--- src/sv/four_fold_weighted_reflection_merge_unit_assert.svh ---
// ----------------------------------------------------------------------------
// Assertion macros for the four-fold weighted reflection merge unit
// Shared property wrappers; clock and reset are the block's own ports.
// ----------------------------------------------------------------------------
`ifndef FOUR_FOLD_WEIGHTED_REFLECTION_MERGE_UNIT_ASSERT_SVH
`define FOUR_FOLD_WEIGHTED_REFLECTION_MERGE_UNIT_ASSERT_SVH

// same-cycle implication
`define FFWRM_ASSERT_NOW(lbl, ante, cons) \
   lbl: assert property (@(posedge clock) disable iff (reset) (ante) |-> (cons)) \
      else $error("ffwrm assertion failed");

// next-cycle implication
`define FFWRM_ASSERT_NEXT(lbl, ante, cons) \
   lbl: assert property (@(posedge clock) disable iff (reset) (ante) |=> (cons)) \
      else $error("ffwrm assertion failed");

`endif

--- src/sv/ffwrm_pkg.sv ---
// ----------------------------------------------------------------------------
// ffwrm_pkg
// Widths, constants and pipeline payload types of the orbit merge unit.
// ----------------------------------------------------------------------------
package ffwrm_pkg;

   localparam int AMP_W   = 24;
   localparam int SIG_W   = 16;
   localparam int ORBIT   = 4;
   localparam int WSH     = 40;              // weight = 2^WSH / (sigma^2 + 1)
   localparam int W_W     = WSH + 1;         // weight bits
   localparam int DEN_W   = 2 * SIG_W;       // sigma^2 + 1 fits
   localparam int SSUM_W  = SIG_W + 2;
   localparam int CNT_W   = 3;
   localparam int WSUM_W  = W_W + 2;
   localparam int P0_W    = 2 * AMP_W;
   localparam int P1_W    = AMP_W + W_W - AMP_W;  // mag * w[W_W-1:AMP_W]
   localparam int PROD_W  = AMP_W + W_W;
   localparam int ACC_W   = PROD_W + 2;      // signed sum of four
   localparam int MAG_W   = ACC_W - 1;
   localparam int QDEPTH  = 4;
   localparam int QPTR_W  = 2;
   localparam int QCNT_W  = 3;
   localparam int RECIP3_SH = 20;
   localparam logic [RECIP3_SH-1:0] RECIP3 = RECIP3_SH'(((1 << RECIP3_SH) + 2) / 3);
   localparam int REQ_W   = ORBIT * (AMP_W + SIG_W);
   localparam int RSP_W   = AMP_W + SIG_W;

   typedef struct packed {
      logic [ORBIT-1:0]                neg;
      logic [ORBIT-1:0]                pres;
      logic [ORBIT-1:0][AMP_W-1:0]     mag;
      logic [ORBIT-1:0][DEN_W-1:0]     den;
      logic [CNT_W-1:0]                cnt;
      logic [SSUM_W-1:0]               ssum;
   } ffwrm_item_type;

   typedef struct packed {
      ffwrm_item_type                  item;
      logic [ORBIT-1:0][DEN_W-1:0]     rem;
      logic [ORBIT-1:0][W_W-1:0]       q;
   } ffwrm_wstage_type;

   typedef struct packed {
      logic [ORBIT-1:0]                neg;
      logic [CNT_W-1:0]                cnt;
      logic [SSUM_W-1:0]               ssum;
      logic [WSUM_W-1:0]               wsum;
      logic [ORBIT-1:0][P0_W-1:0]      p0;
      logic [ORBIT-1:0][P1_W-1:0]      p1;
   } ffwrm_m1_type;

   typedef struct packed {
      logic [ORBIT-1:0]                neg;
      logic [CNT_W-1:0]                cnt;
      logic [SSUM_W-1:0]               ssum;
      logic [WSUM_W-1:0]               wsum;
      logic [ORBIT-1:0][PROD_W-1:0]    prod;
   } ffwrm_m2_type;

   typedef struct packed {
      logic [CNT_W-1:0]                cnt;
      logic [SSUM_W-1:0]               ssum;
      logic [WSUM_W-1:0]               wsum;
      logic signed [ACC_W-1:0]         acc;
   } ffwrm_sum_type;

   typedef struct packed {
      logic                            neg;
      logic                            zero;
      logic [WSUM_W-1:0]               wsum;
      logic [SIG_W-1:0]                sigma;
      logic [WSUM_W-1:0]               rem;
      logic [AMP_W-1:0]                lo;
      logic [AMP_W-1:0]                q;
   } ffwrm_dstage_type;

endpackage

--- src/sv/ffwrm_front.sv ---
// ----------------------------------------------------------------------------
// ffwrm_front
// Accepts an orbit, marks present entries, splits amplitudes into sign and
// magnitude, forms sigma^2 + 1, the sigma sum and the present count.
// ----------------------------------------------------------------------------
module ffwrm_front (
   input  logic                          clock,
   input  logic                          reset,
   input  logic                          in_valid,
   output logic                          in_ready,
   input  logic [ffwrm_pkg::REQ_W-1:0]   in_data,
   output logic                          out_valid,
   input  logic                          out_ready,
   output ffwrm_pkg::ffwrm_item_type     out_item
);
   import ffwrm_pkg::*;

   logic           valid_ff, valid_in;
   ffwrm_item_type item_ff, item_in;

   always_comb begin
      logic [AMP_W-1:0] a;
      logic [SIG_W-1:0] s;
      item_in = '0;
      for (int l = 0; l < ORBIT; l++) begin
         a = in_data[l*AMP_W +: AMP_W];
         s = in_data[ORBIT*AMP_W + l*SIG_W +: SIG_W];
         item_in.pres[l] = (a != '0);
         item_in.neg[l]  = a[AMP_W-1];
         item_in.mag[l]  = a[AMP_W-1] ? (~a + AMP_W'(1)) : a;
         item_in.den[l]  = DEN_W'(s) * DEN_W'(s) + DEN_W'(1);
         item_in.ssum    = item_in.ssum + SSUM_W'(s);
         item_in.cnt     = item_in.cnt + CNT_W'(item_in.pres[l]);
      end
   end

   assign in_ready  = !valid_ff || out_ready;
   assign out_valid = valid_ff;
   assign out_item  = item_ff;
   assign valid_in  = in_ready ? in_valid : valid_ff;

   always_ff @(posedge clock) begin
      if (reset) begin
         valid_ff <= 1'b0;
      end else begin
         valid_ff <= valid_in;
      end
   end

   always_ff @(posedge clock) begin
      if (in_ready && in_valid) begin
         item_ff <= item_in;
      end
   end

endmodule

--- config.mk ---
export PLATFORM = sky130hd
export DESIGN_NAME = ffwrm_front
export DESIGN_NICKNAME = d
export VERILOG_FILES = /design/src/sv/four_fold_weighted_reflection_merge_unit_assert.svh /design/src/sv/ffwrm_pkg.sv /design/src/sv/ffwrm_front.sv
export SDC_FILE = /design/constraint.sdc
export NUM_CORES = 2
export LEC_CHECK = 0
export ABC_CLOCK_PERIOD_IN_PS = 12700
export BUFFER_PORTS_ARGS = -buffer_cell sky130_fd_sc_hd__clkbuf_2
export CAP_MARGIN = 20
export CORE_ASPECT_RATIO = 0.5
export CORE_MARGIN = 3
export CORE_UTILIZATION = 60
export CTS_BUF_LIST = sky130_fd_sc_hd__clkbuf_4
export DETAILED_ROUTE_END_ITERATION = 6
export PLACE_DENSITY = 0.9
export SYNTH_ARGS = -nofsm -noshare
export SYNTH_HDL_FRONTEND = slang
export SYNTH_SLANG_ARGS = --single-unit
--- constraint.sdc ---
create_clock -name clock -period 12.7 [get_ports clock]
set_input_delay 2.54 -clock clock [delete_from_list [all_inputs] [get_ports clock]]
set_output_delay 2.54 -clock clock [all_outputs]
set_load 0.02 [all_outputs]
==> impl_metrics.env <==
export IMPL_rr_worst_depth=3
export IMPL_finalClockSkew_ps=118
export IMPL_fin_util_pct=66.5
export IMPL_rsz0062_at_grt="false"
export IMPL_criticalPathCategory="in -> reg"
export IMPL_outcome="finished clean"
export IMPL_syn_num_nets=5241
export IMPL_grt_pass1_vias=33200
export IMPL_synth_top_area_share_pct=34.4
export IMPL_wl_mm=99.4
export IMPL_ant_nets=0
export IMPL_core_area_um2=65300
export IMPL_cap_violations=0
export IMPL_slew_headroom_pct=33.3
export IMPL_r2r_end="out_item[80]"
export IMPL_synth_area_um2=39800
export IMPL_synth_area_leaders="fa_1 34%, edfxtp_1 19%, ha_1 13%"
export IMPL_reg2reg_setup_slack_ps=10100
export IMPL_place_congestion=0.919
export IMPL_async_flop_share_pct=0
export IMPL_synth_edf_count=253
export IMPL_htreeDepth=2
export IMPL_worst_slew_pin_slew_ps=1000
export IMPL_hold_start="out_valid"
export IMPL_root_buffer="clkbuf_4"
export IMPL_synthFlopType="edfxtp_1"
export IMPL_cts_sinks=254
export IMPL_slew_violations=0
export IMPL_ys_ff_latch=254
export IMPL_postCtsResizedCells=0
export IMPL_drtIter0Drc=2004
export IMPL_grt_max_degree=79
export IMPL_layout_drive_gt1_share_pct=13.0
export IMPL_reg2reg_from="out_valid"
export IMPL_dieArea_um2=69600
export IMPL_synth_common_cells="993 x inv_1, 683 x fa_1, 423 x ha_1"
export IMPL_die_w_um=370
export IMPL_clock_path_buffers=3
export IMPL_holdBufCountCts=0
export IMPL_hold_path_class="reg -> reg"
export IMPL_cts_buffers=60
export IMPL_num_rows=66
export IMPL_antenna_found_initial=7
export IMPL_start_kind="input pin"
export IMPL_gr_total_overflow=0
export IMPL_grt_use_total_pct=29.1
export IMPL_cts_setup_buffers=0
export IMPL_start_util_pct=60.9
export IMPL_via_per_inst=5.61
export IMPL_cp_end_kind="flip-flop"
export IMPL_clk_pin_slew_ps=70
export IMPL_final_period_utilization_pct=66.6
export IMPL_final_setup_tns_ps=0
export IMPL_wire_per_inst_um=18.8
export IMPL_drc=0
export IMPL_dp_hpwl_mm=79.8
export IMPL_die_h_um=188
export IMPL_fillers=4631
export IMPL_layout_nets=5624
export IMPL_clk_latency_ps=940
export IMPL_portBuffers=418
export IMPL_whs_path_depth=2
export IMPL_vias=29700
export IMPL_synth_most_common_cell="inv_1"
export IMPL_synth_top_area_cell="fa_1"
export IMPL_drtPass1Iterations=6
export IMPL_yosys_warnings=0
export IMPL_synth_seq_area_share_pct=19.2
export IMPL_hold_viol_final=0
export IMPL_grt_pass1_wl_mm=162
export IMPL_fmaxAchievable_mhz=118
export IMPL_crit_arrival_ps=9060
export IMPL_final_setup_viol_count=0
export IMPL_critical_path_required_ps=13290
export IMPL_synthDistinctLibCells=80
export IMPL_min_to="out_valid"
export IMPL_syn_inst=3971
export IMPL_area_growth_synth_to_final_pct=9.24
export IMPL_avgSynthCellArea_um2=10.0
export IMPL_num_io_pins=419
export IMPL_cts_tree="built"
export IMPL_period_needed_ps=8460
export IMPL_crit_fanout=16
==> area by class of cell <==
class                   instances  area [µm²]  area share [%]
multi-input cells            2620       28000            64.5
flip-flops and latches        254        7620            17.5
inverters                     997        3740            8.61
repair buffers                421        2110            4.87
well taps                     884        1110            2.55
clock buffers                  86         646            1.49
clock inverters                23         169           0.389
diodes                          6        15.0          0.0346
==> sequential cells by signal, indices dropped and copies added, names as in the netlist <==
signal / flops
out_valid: 1
out_item: 253
==> worst max-delay path, cell delays in order <==
cell	delay (ps)
clkbuf_2	410
inv_1	280
nor2_1	210
ha_1	280
xor2_1	190
fa_1	550
inv_1	60
fa_1	500
fa_1	530
fa_1	500
inv_1	50
fa_1	480
inv_1	40
ha_1	350
a21o_1	180
a21oi_1	200
nand3_1	110
a21oi_1	220
o31ai_1	170
a211oi_1	480
o21ai_1	210
a311oi_1	370
xnor2_1	140
==> metal layers <==
layer	routed length [µm]	track usage (%)	vias up
met1	35100	33.3	14600
met5	49	0	-
met3	7810	5.05	452
met2	50200	51.6	1413
li1	-	-	13200
met4	6200	16.9	6
==> worst max-delay path by stage <==
stage,from,end
6_report,in_data[157],out_item[147]
5_1_grt,in_data[157],out_item[147]
2_1_floorplan,out_ready,out_item[0]
3_5_place_dp,in_data[157],out_item[147]
4_1_cts,in_data[157],out_item[147]
3_3_place_gp,in_data[105],out_item[51]
==> stage by stage <==
stage          instances  cell area [µm²]  setup slack [ps]  hold slack, ps
6_report            5291            43500              4240             559
5_1_grt             5290            43400              4110             599
4_1_cts             5285            43400              4500             569
3_5_place_dp        5176            42600              3570             561
3_3_place_gp        5176            42600              3760             525
2_1_floorplan       3971            39800              3470             729
==> placed cells by master, fill, tap and decap left out, types with 26 or more instances in the layout <==
| cell | Yosys | layout |
|---|---|---|
| nor2_1 | 119 | 119 |
| ha_1 | 423 | 423 |
| inv_1 | 993 | 993 |
| edfxtp_1 | 253 | 253 |
| xnor2_1 | 194 | 194 |
| and2_1 | 155 | 154 |
| nand3_1 | 26 | 26 |
| xor2_1 | 45 | 45 |
| nand2_1 | 380 | 380 |
| clkbuf_4 | 0 | 86 |
| o21ai_0 | 54 | 54 |
| nor2b_1 | 30 | 30 |
| a21oi_1 | 119 | 119 |
| o31ai_1 | 27 | 27 |
| a21o_1 | 73 | 73 |
| clkbuf_2 | 0 | 418 |
| fa_1 | 683 | 683 |
==> cells by family after synthesis <==
kind of cell / synth area share [%]
buffers and inverters: 10.4
AO/OA/AOI/OAI: 6.94
AND/OR/NAND/NOR: 10.5
adder cells (fa/ha/maj): 47.7
flip-flops: 19.2
XOR/XNOR: 5.26
multiplexers: 0.138
Power is not shown: default switching activity piles up to over one toggle a cycle in this logic, so the estimate is an artifact.
