**src/sv/four_fold_weighted_reflection_merge_unit_assert.svh**
```systemverilog
// ----------------------------------------------------------------------------
// Assertion macros for the four-fold weighted reflection merge unit
// Shared property wrappers; clock and reset are the block's own ports.
// ----------------------------------------------------------------------------
`ifndef FOUR_FOLD_WEIGHTED_REFLECTION_MERGE_UNIT_ASSERT_SVH
`define FOUR_FOLD_WEIGHTED_REFLECTION_MERGE_UNIT_ASSERT_SVH

// same-cycle implication
`define FFWRM_ASSERT_NOW(lbl, ante, cons) \
   lbl: assert property (@(posedge clock) disable iff (reset) (ante) |-> (cons)) \
      else $error("ffwrm assertion failed");

// next-cycle implication
`define FFWRM_ASSERT_NEXT(lbl, ante, cons) \
   lbl: assert property (@(posedge clock) disable iff (reset) (ante) |=> (cons)) \
      else $error("ffwrm assertion failed");

`endif

```
**src/sv/ffwrm_pkg.sv**
```systemverilog
// ----------------------------------------------------------------------------
// ffwrm_pkg
// Widths, constants and pipeline payload types of the orbit merge unit.
// ----------------------------------------------------------------------------
package ffwrm_pkg;

   localparam int AMP_W   = 24;
   localparam int SIG_W   = 16;
   localparam int ORBIT   = 4;
   localparam int WSH     = 40;              // weight = 2^WSH / (sigma^2 + 1)
   localparam int W_W     = WSH + 1;         // weight bits
   localparam int DEN_W   = 2 * SIG_W;       // sigma^2 + 1 fits
   localparam int SSUM_W  = SIG_W + 2;
   localparam int CNT_W   = 3;
   localparam int WSUM_W  = W_W + 2;
   localparam int P0_W    = 2 * AMP_W;
   localparam int P1_W    = AMP_W + W_W - AMP_W;  // mag * w[W_W-1:AMP_W]
   localparam int PROD_W  = AMP_W + W_W;
   localparam int ACC_W   = PROD_W + 2;      // signed sum of four
   localparam int MAG_W   = ACC_W - 1;
   localparam int QDEPTH  = 4;
   localparam int QPTR_W  = 2;
   localparam int QCNT_W  = 3;
   localparam int RECIP3_SH = 20;
   localparam logic [RECIP3_SH-1:0] RECIP3 = RECIP3_SH'(((1 << RECIP3_SH) + 2) / 3);
   localparam int REQ_W   = ORBIT * (AMP_W + SIG_W);
   localparam int RSP_W   = AMP_W + SIG_W;

   typedef struct packed {
      logic [ORBIT-1:0]                neg;
      logic [ORBIT-1:0]                pres;
      logic [ORBIT-1:0][AMP_W-1:0]     mag;
      logic [ORBIT-1:0][DEN_W-1:0]     den;
      logic [CNT_W-1:0]                cnt;
      logic [SSUM_W-1:0]               ssum;
   } ffwrm_item_type;

   typedef struct packed {
      ffwrm_item_type                  item;
      logic [ORBIT-1:0][DEN_W-1:0]     rem;
      logic [ORBIT-1:0][W_W-1:0]       q;
   } ffwrm_wstage_type;

   typedef struct packed {
      logic [ORBIT-1:0]                neg;
      logic [CNT_W-1:0]                cnt;
      logic [SSUM_W-1:0]               ssum;
      logic [WSUM_W-1:0]               wsum;
      logic [ORBIT-1:0][P0_W-1:0]      p0;
      logic [ORBIT-1:0][P1_W-1:0]      p1;
   } ffwrm_m1_type;

   typedef struct packed {
      logic [ORBIT-1:0]                neg;
      logic [CNT_W-1:0]                cnt;
      logic [SSUM_W-1:0]               ssum;
      logic [WSUM_W-1:0]               wsum;
      logic [ORBIT-1:0][PROD_W-1:0]    prod;
   } ffwrm_m2_type;

   typedef struct packed {
      logic [CNT_W-1:0]                cnt;
      logic [SSUM_W-1:0]               ssum;
      logic [WSUM_W-1:0]               wsum;
      logic signed [ACC_W-1:0]         acc;
   } ffwrm_sum_type;

   typedef struct packed {
      logic                            neg;
      logic                            zero;
      logic [WSUM_W-1:0]               wsum;
      logic [SIG_W-1:0]                sigma;
      logic [WSUM_W-1:0]               rem;
      logic [AMP_W-1:0]                lo;
      logic [AMP_W-1:0]                q;
   } ffwrm_dstage_type;

endpackage

```
**src/sv/ffwrm_queue.sv**
```systemverilog
// ----------------------------------------------------------------------------
// ffwrm_queue
// Short request queue between the classifier and the arithmetic pipeline.
// ----------------------------------------------------------------------------
`include "four_fold_weighted_reflection_merge_unit_assert.svh"

module ffwrm_queue (
   input  logic                      clock,
   input  logic                      reset,
   input  logic                      in_valid,
   output logic                      in_ready,
   input  ffwrm_pkg::ffwrm_item_type in_item,
   output logic                      out_valid,
   input  logic                      out_ready,
   output ffwrm_pkg::ffwrm_item_type out_item
);
   import ffwrm_pkg::*;

   ffwrm_item_type      mem [QDEPTH];
   logic [QPTR_W-1:0]   wr_ff, wr_in, rd_ff, rd_in;
   logic [QCNT_W-1:0]   count_ff, count_in;
   logic                push, pop;

   assign in_ready  = (count_ff != QCNT_W'(QDEPTH));
   assign out_valid = (count_ff != '0);
   assign out_item  = mem[rd_ff];
   assign push      = in_valid && in_ready;
   assign pop       = out_valid && out_ready;
   assign wr_in     = push ? wr_ff + QPTR_W'(1) : wr_ff;
   assign rd_in     = pop ? rd_ff + QPTR_W'(1) : rd_ff;
   assign count_in  = count_ff + QCNT_W'(push) - QCNT_W'(pop);

   always_ff @(posedge clock) begin
      if (reset) begin
         wr_ff    <= '0;
         rd_ff    <= '0;
         count_ff <= '0;
      end else begin
         wr_ff    <= wr_in;
         rd_ff    <= rd_in;
         count_ff <= count_in;
      end
   end

   always_ff @(posedge clock) begin
      if (push) begin
         mem[wr_ff] <= in_item;
      end
   end

   `FFWRM_ASSERT_NOW(a_count_bound, 1'b1, count_ff <= QCNT_W'(QDEPTH))
   `FFWRM_ASSERT_NEXT(a_count_up, push && !pop, count_ff == $past(count_ff) + QCNT_W'(1))
   `FFWRM_ASSERT_NEXT(a_count_down, pop && !push, count_ff == $past(count_ff) - QCNT_W'(1))
   `FFWRM_ASSERT_NOW(a_ptr_gap, 1'b1,
      (wr_ff - rd_ff) == count_ff[QPTR_W-1:0])

endmodule

```
**config.mk**
```make
export PLATFORM = sky130hd
export DESIGN_NAME = ffwrm_queue
export DESIGN_NICKNAME = d
export VERILOG_FILES = /design/src/sv/ffwrm_pkg.sv /design/src/sv/ffwrm_queue.sv
export VERILOG_INCLUDE_DIRS = /design/src /design/src/sv
export SDC_FILE = /design/constraint.sdc
export NUM_CORES = 1
export LEC_CHECK = 0
export BUFFER_PORTS_ARGS = -buffer_cell sky130_fd_sc_hd__buf_4
export CAP_MARGIN = 5
export CORE_MARGIN = 10
export CORE_UTILIZATION = 56
export CTS_CLUSTER_SIZE = 14
export DETAILED_ROUTE_END_ITERATION = 8
export PLACE_DENSITY_LB_ADDON = 0.05
export SLEW_MARGIN = 20
export SYNTH_ARGS = -nofsm -noshare
export SYNTH_HDL_FRONTEND = slang
export SYNTH_SLANG_ARGS = --single-unit
```
**constraint.sdc**
```tcl
create_clock -name clock -period 11.9 [get_ports clock]
set_clock_uncertainty 0.2 [all_clocks]
set_input_delay 1.785 -clock clock [delete_from_list [all_inputs] [get_ports clock]]
set_output_delay 1.785 -clock clock [all_outputs]
set_load 0.02 [all_outputs]
```
==> results of run 1 <==
-- worst max-delay path, cell delays in order (launching register included) --
cell     delay, ps
dfxtp_4        970
buf_4          880
buf_4          750
mux4_2         430
buf_4          180
-- cell families (layout without fill, tap and decap cells) --
group | after synthesis | count (layout) | synth area share
flip-flops | 1021 | 1021 | 0.828
multiplexers | 255 | 255 | 0.155
buffers and inverters | 62 | 716 | 0.0111
AND/OR/NAND/NOR | 19 | 19 | 0.00257
adder cells (fa/ha/maj) | 7 | 7 | 0.00257
AO/OA/AOI/OAI | 3 | 3 | 0.000678
XOR/XNOR | 3 | 3 | 0.000711
other | 0 | 8 | 0
-- metrics by stage --
stage	area (sq um)	cells
final	45100	2896
after global routing	45100	2896
after CTS	45000	2887
after detailed placement	41700	2702
after global placement	41700	2701
after floorplan	36900	1370
-- power by group through the flow --
stage	Combinational, uW	Sequential [uW]	Clock [uW]
4_1_cts	2810	4550	3230
2_1_floorplan	1730	4650	0
3_5_place_dp	2800	4620	0
5_1_grt	2910	4580	3380
3_3_place_gp	2800	4600	0
6_report	2750	4540	3160
-- sequential cells by signal, indices dropped and copies added, names as in the netlist, named ones only --
signal	count
rd_ff	2
wr_ff	2
count_ff	3
mem	1012
-- Yosys cell counts --
| library cell | n | share of area |
|---|---|---|
| edfxtp_1 | 1012 | 0.82 |
| mux4_2 | 253 | 0.15 |
| buf_2 | 28 | 0.0038 |
| buf_6 | 19 | 0.0058 |
| clkbuf_1 | 10 | 0.0010 |
| dfxtp_1 | 9 | 0.0049 |
| nor2_1 | 8 | 0.00081 |
| ha_1 | 6 | 0.0020 |
| and2_1 | 5 | 0.00085 |
| inv_1 | 5 | 0.00051 |
| nand2b_1 | 2 | 0.00034 |
| xor2_1 | 2 | 0.00047 |
| a21boi_1 | 1 | 0.00020 |
| fa_1 | 1 | 0.00054 |
| mux2_2 | 1 | 0.00030 |
| mux2i_1 | 1 | 0.00027 |
| nand2_1 | 1 | 0.00010 |
| nor2b_1 | 1 | 0.00017 |
| nor3_1 | 1 | 0.00014 |
| o311ai_0 | 1 | 0.00024 |
| o31a_1 | 1 | 0.00024 |
| or3_1 | 1 | 0.00017 |
| xnor2_1 | 1 | 0.00024 |
-- area by class of cell --
| cell class | instances | share of cell area |
|---|---|---|
| flip-flops and latches | 1021 | 0.678 |
| clock inverters | 52 | 0.0142 |
| multi-input cells | 287 | 0.132 |
| well taps | 864 | 0.0240 |
| inverters | 5 | 0.000416 |
| clock buffers | 133 | 0.0599 |
| diodes | 8 | 0.000444 |
| repair buffers | 526 | 0.0901 |
-- path summary, 6_finish.rpt --
| kind | start | to | slack, ps | depth (start not counted) |
|---|---|---|---|---|
| worst min register to register | wr_ff[1]$_SDFFE_PP0P_ | wr_ff[1]$_SDFFE_PP0P_ | 320 | 2 |
| worst max register to register | count_ff[1]$_SDFF_PP0_ | mem[2][240]$_DFFE_PP_ | 8390 | 4 |
| worst max-delay path | flop | out_item[108] | 5920 | 4 |
| worst min-delay path | wr_ff[1]$_SDFFE_PP0P_ | wr_ff[1]$_SDFFE_PP0P_ | 320 | 2 |
-- routing by layer --
| layer | track usage | up-vias | share of wire |
|---|---|---|---|
| met5 | 0 | - | 0.0025 |
| met4 | 0.0729 | 32 | 0.030 |
| met2 | 0.327 | 586 | 0.51 |
| met3 | 0.0764 | 159 | 0.092 |
| met1 | 0.254 | 8647 | 0.37 |
| li1 | - | 7122 | - |
==> impl_metrics.ini, run 1 <==
[power_and_ir_drop]
power.internal_uw = 7500
p_switching_uw = 2950
max-vdd-ir-drop_v = 0.000167
clkPwrFrac = 0.302
p_leak_uw = 0.0150
finalPower_uw = 10500
power_density_nw_per_um2 = 232
seq_power_share = 0.434
share_comb_of_total_power = 0.263
p_sw_frac = 0.282

[run_status]
status = finished, final reports clean

[place]
preCtsSetupSlack_ps = 6480
dp_hpwl_microns = 48500
gp_congestion = 0.768
portBuffers = 511

[timing]
postLayoutSetupSlackWorst_ps = 5920
setup_tns_ps = 0
final.min_clock_period_ps = 5980
slew_viol_final = 0
rsz0062_at_grt = false
timing.fmax_mhz = 167
whs_ps = 325
relSlewSlack = 0.316
worstMarginPinSlew_ps = 1030
hold_violations = 0
min_period_over_period = 0.503
finalSetupViolations = 0

[logic_synthesis]
seq_area_frac_synth = 0.828
synthesis.instances = 1370
avgSynthCellArea_sq_um = 27.0
ys_seq_elements = 1021
synth_area_sq_um = 36900
yosysWarnings = 0
synth_nets = 1634
synth.distinct_cells = 23

[route]
postRouteWirelength_microns = 78800
viasPerCell = 5.71
drc_errors = 0
firstDrtPassIters = 5
drtIter0Drc = 1348
wl_per_cell_microns = 27.2
drtAntennaViolNets = 0
vias = 16546

[global_route]
grt_usage = 0.204
grt_first_pass_wirelength_microns = 116000
grt_max_degree = 130
grt_pass1_vias = 17235
antenna_found_initial = 24
grt_overflow_total = 0

[critical_path]
crit_arrival_ps = 3990
start_kind = flop
critical_path_class = flop to output pin
cp_max_fo = 66
end_kind = output pin
required_ps = 9920

[floorplan]
num_rows = 94
io_pins = 512
fp.coreArea_sq_um = 65600
start_util = 0.563
die_area_sq_um = 76600
die_y_microns = 277
die_w_microns = 277

[clock_network]
clock-sinks = 1021
cts_max_level = 3
cts_buffers = 102
hold_buffers = 0
clk_latency_ps = 650
cts-root-buf = clkbuf_16
post_cts_buffers = 0
cts_buffer_depth = 3
cts.clk_slew.worst_paths_ps = 60
postCtsResizedCells = 0
cts_tree = done

[cells_and_area]
final_cell_mix = edfxtp_1, buf_4, mux4_2, clkbuf_16, clkbuf_1
utilization = 0.687
mostFrequentLayoutCell = edfxtp_1
area_growth_pct = 22.0
n_fill_cell = 4160
multi_input_area_sq_um = 5970
drive_gt1_frac = 0.458
seq_area_sq_um = 30600
fin_nets = 2207

[min_path]
hold_class = flop to flop

[job]
cap_violations = 0
(Power assumes the default switching activity.)
==> run 2: changes to the inputs <==
--- a/config.mk
+++ b/config.mk
@@ -9,7 +9,7 @@
 export BUFFER_PORTS_ARGS = -buffer_cell sky130_fd_sc_hd__buf_4
 export CAP_MARGIN = 5
 export CORE_MARGIN = 10
-export CORE_UTILIZATION = 56
+export CORE_UTILIZATION = 51
 export CTS_CLUSTER_SIZE = 14
 export DETAILED_ROUTE_END_ITERATION = 8
 export PLACE_DENSITY_LB_ADDON = 0.05
==> constraint.sdc (replaced) <==
create_clock -name clock -period 5 [get_ports clock]
set_clock_uncertainty 0.2 [all_clocks]
set_input_delay 0.75 -clock clock [delete_from_list [all_inputs] [get_ports clock]]
set_output_delay 0.75 -clock clock [all_outputs]
set_load 0.02 [all_outputs]
==> run 2 against run 1 <==
Against the previous run:
- count of clock-buffer cells in the layout fell by 1
- combinational power is 140% higher
- cell count up 3.6%
- sequential cell count unchanged
- critical path depth decreased by 1
- sequential share of layout area down 0.40 points
- largest cell class unchanged
- core utilization shrank 5.4 points
- sequential power rose by 140%
- die area rose by 9.1%
- worst setup slack got worse by 4600 ps
==> impl_metrics.ini, run 2 (synthesized netlist as in run 1, its figures left out) <==
[place]
gp_congestion = 0.712
portBuffers = 511
dp_hpwl_microns = 52000

[timing]
min_period_over_period = 0.739
timing.fmax_mhz = 270
slew_viol_final = 0
finalSetupViolations = 0
relSlewSlack = 0.394
rsz0062_at_grt = false
worstMarginPinSlew_ps = 908
setup_tns_ps = 0
final.min_clock_period_ps = 3700
hold_violations = 0

[cells_and_area]
fin_nets = 2228
largest_reg_flops = 1012
utilization = 0.633
largest_registers = mem: 1012 flops, count_ff: 3 flops
mostFrequentLayoutCell = edfxtp_1
n_fill_cell = 4880
top_register = mem
final_cell_mix = edfxtp_1, buf_4, mux4_2, clkbuf_16, clkbuf_1
drive_gt1_frac = 0.461
area_growth_pct = 22.7

[clock_network]
clk_latency_ps = 650
hold_buffers = 0
clock-sinks = 1021
cts_buffer_depth = 3
cts-root-buf = clkbuf_16
cts_buffers = 103
cts_max_level = 3
postCtsResizedCells = 0
post_cts_buffers = 0
cts_tree = done
cts.clk_slew.worst_paths_ps = 60

[floorplan]
num_rows = 98
die_y_microns = 289
fp.coreArea_sq_um = 71600
start_util = 0.516
die_w_microns = 289
die_area_sq_um = 83600
io_pins = 512

[critical_path]
critical_path_class = flop to output pin
rrSetupSlack_ps = 2080
setup.worst_path.end = out_item[195]
crit_arrival_ps = 2750
end_kind = output pin
r2r-start = count_ff[1]$_SDFF_PP0_
required_ps = 4050
r2r_cells = 4
cp_max_fo = 61
start_kind = flop
timing.rr.end = mem[0][64]$_DFFE_PP_

[global_route]
antenna_found_initial = 25
grt_overflow_total = 0
grt_usage = 0.192
grt_max_degree = 82
grt_first_pass_wirelength_microns = 118000
grt_pass1_vias = 17691

[job]
cap_violations = 0

[route]
postRouteWirelength_microns = 80900
firstDrtPassIters = 4
vias = 16513
viasPerCell = 5.51
wl_per_cell_microns = 27.0
drtAntennaViolNets = 0
drtIter0Drc = 1100
drc_errors = 0

[power_and_ir_drop]
max-vdd-ir-drop_v = 0.000370
p_leak_uw = 0.0151
power_density_nw_per_um2 = 544

[run_status]
status = finished, final reports clean

[min_path]
hold_class = primary input to flop
==> run 2: cell types whose count changed in the layout (fill, tap and decap cells not counted), sizes merged <==
cell,before,now
inv,9,10
buf,526,546
diode,8,7
clkinvlp,1,3
bufinv,13,6
clkinv,34,37
clkbuf,133,132
==> run 2: worst min path at each step <==
stage,from,end,slack (ps),cells after the start
floorplan,wr_ff[1]$_SDFFE_PP0P_,wr_ff[1]$_SDFFE_PP0P_,280,2
global route,in_item[72],mem[2][72]$_DFFE_PP_,50,1
CTS,in_item[86],mem[3][86]$_DFFE_PP_,50,1
detailed placement,rd_ff[1]$_SDFFE_PP0P_,flop,310,2
global placement,wr_ff[1]$_SDFFE_PP0P_,wr_ff[1]$_SDFFE_PP0P_,300,2
finish,in_item[51],mem[3][51]$_DFFE_PP_,90,1
==> run 2: routing by layer <==
metal | track usage | up-vias | share of wire
li1 | - | 7161 | -
met1 | 0.243 | 8728 | 0.39
met2 | 0.310 | 458 | 0.50
met3 | 0.0701 | 132 | 0.083
met4 | 0.0570 | 34 | 0.020
met5 | 0 | - | 0.0026
==> run 2: worst max-delay path, cell delays in order, from the launching register on <==
cell and delay, ps:
dfxtp_4 710, buf_12 480, mux4_2 610, buf_4 180
==> run 2: cell type report <==
type / instances / area (sq um) / area share
Antenna cell: 7 / 17.5 / 0.000386
Inverter: 5 / 18.8 / 0.000414
Clock buffer: 132 / 2740 / 0.0604
Clock inverter: 51 / 437 / 0.00963
Sequential cell: 1021 / 30600 / 0.674
Tap cell: 950 / 1190 / 0.0262
Multi-Input combinational cell: 287 / 5970 / 0.132
Timing Repair Buffer: 546 / 4390 / 0.0968
==> run 2: power breakdown <==
| group | internal (uW) | switching (uW) |
|---|---|---|
| Clock | 4160 | 3040 |
| Sequential | 10500 | 271 |
| Combinational | 2970 | 3750 |
| Total | 17600 | 7060 |
==> run 2: per-stage QoR <==
stage	power [uW]	setup WS, ps	instances	hold WS [ps]	cell area (sq um)
2_1_floorplan	15000	73.9	1370	282	36900
3_3_place_gp	17800	1740	2809	304	42100
3_5_place_dp	17800	1680	2809	308	42100
4_1_cts	25100	1200	2992	46.4	45300
5_1_grt	25700	1110	2999	54.8	45300
6_report	24700	1300	2999	94.4	45300
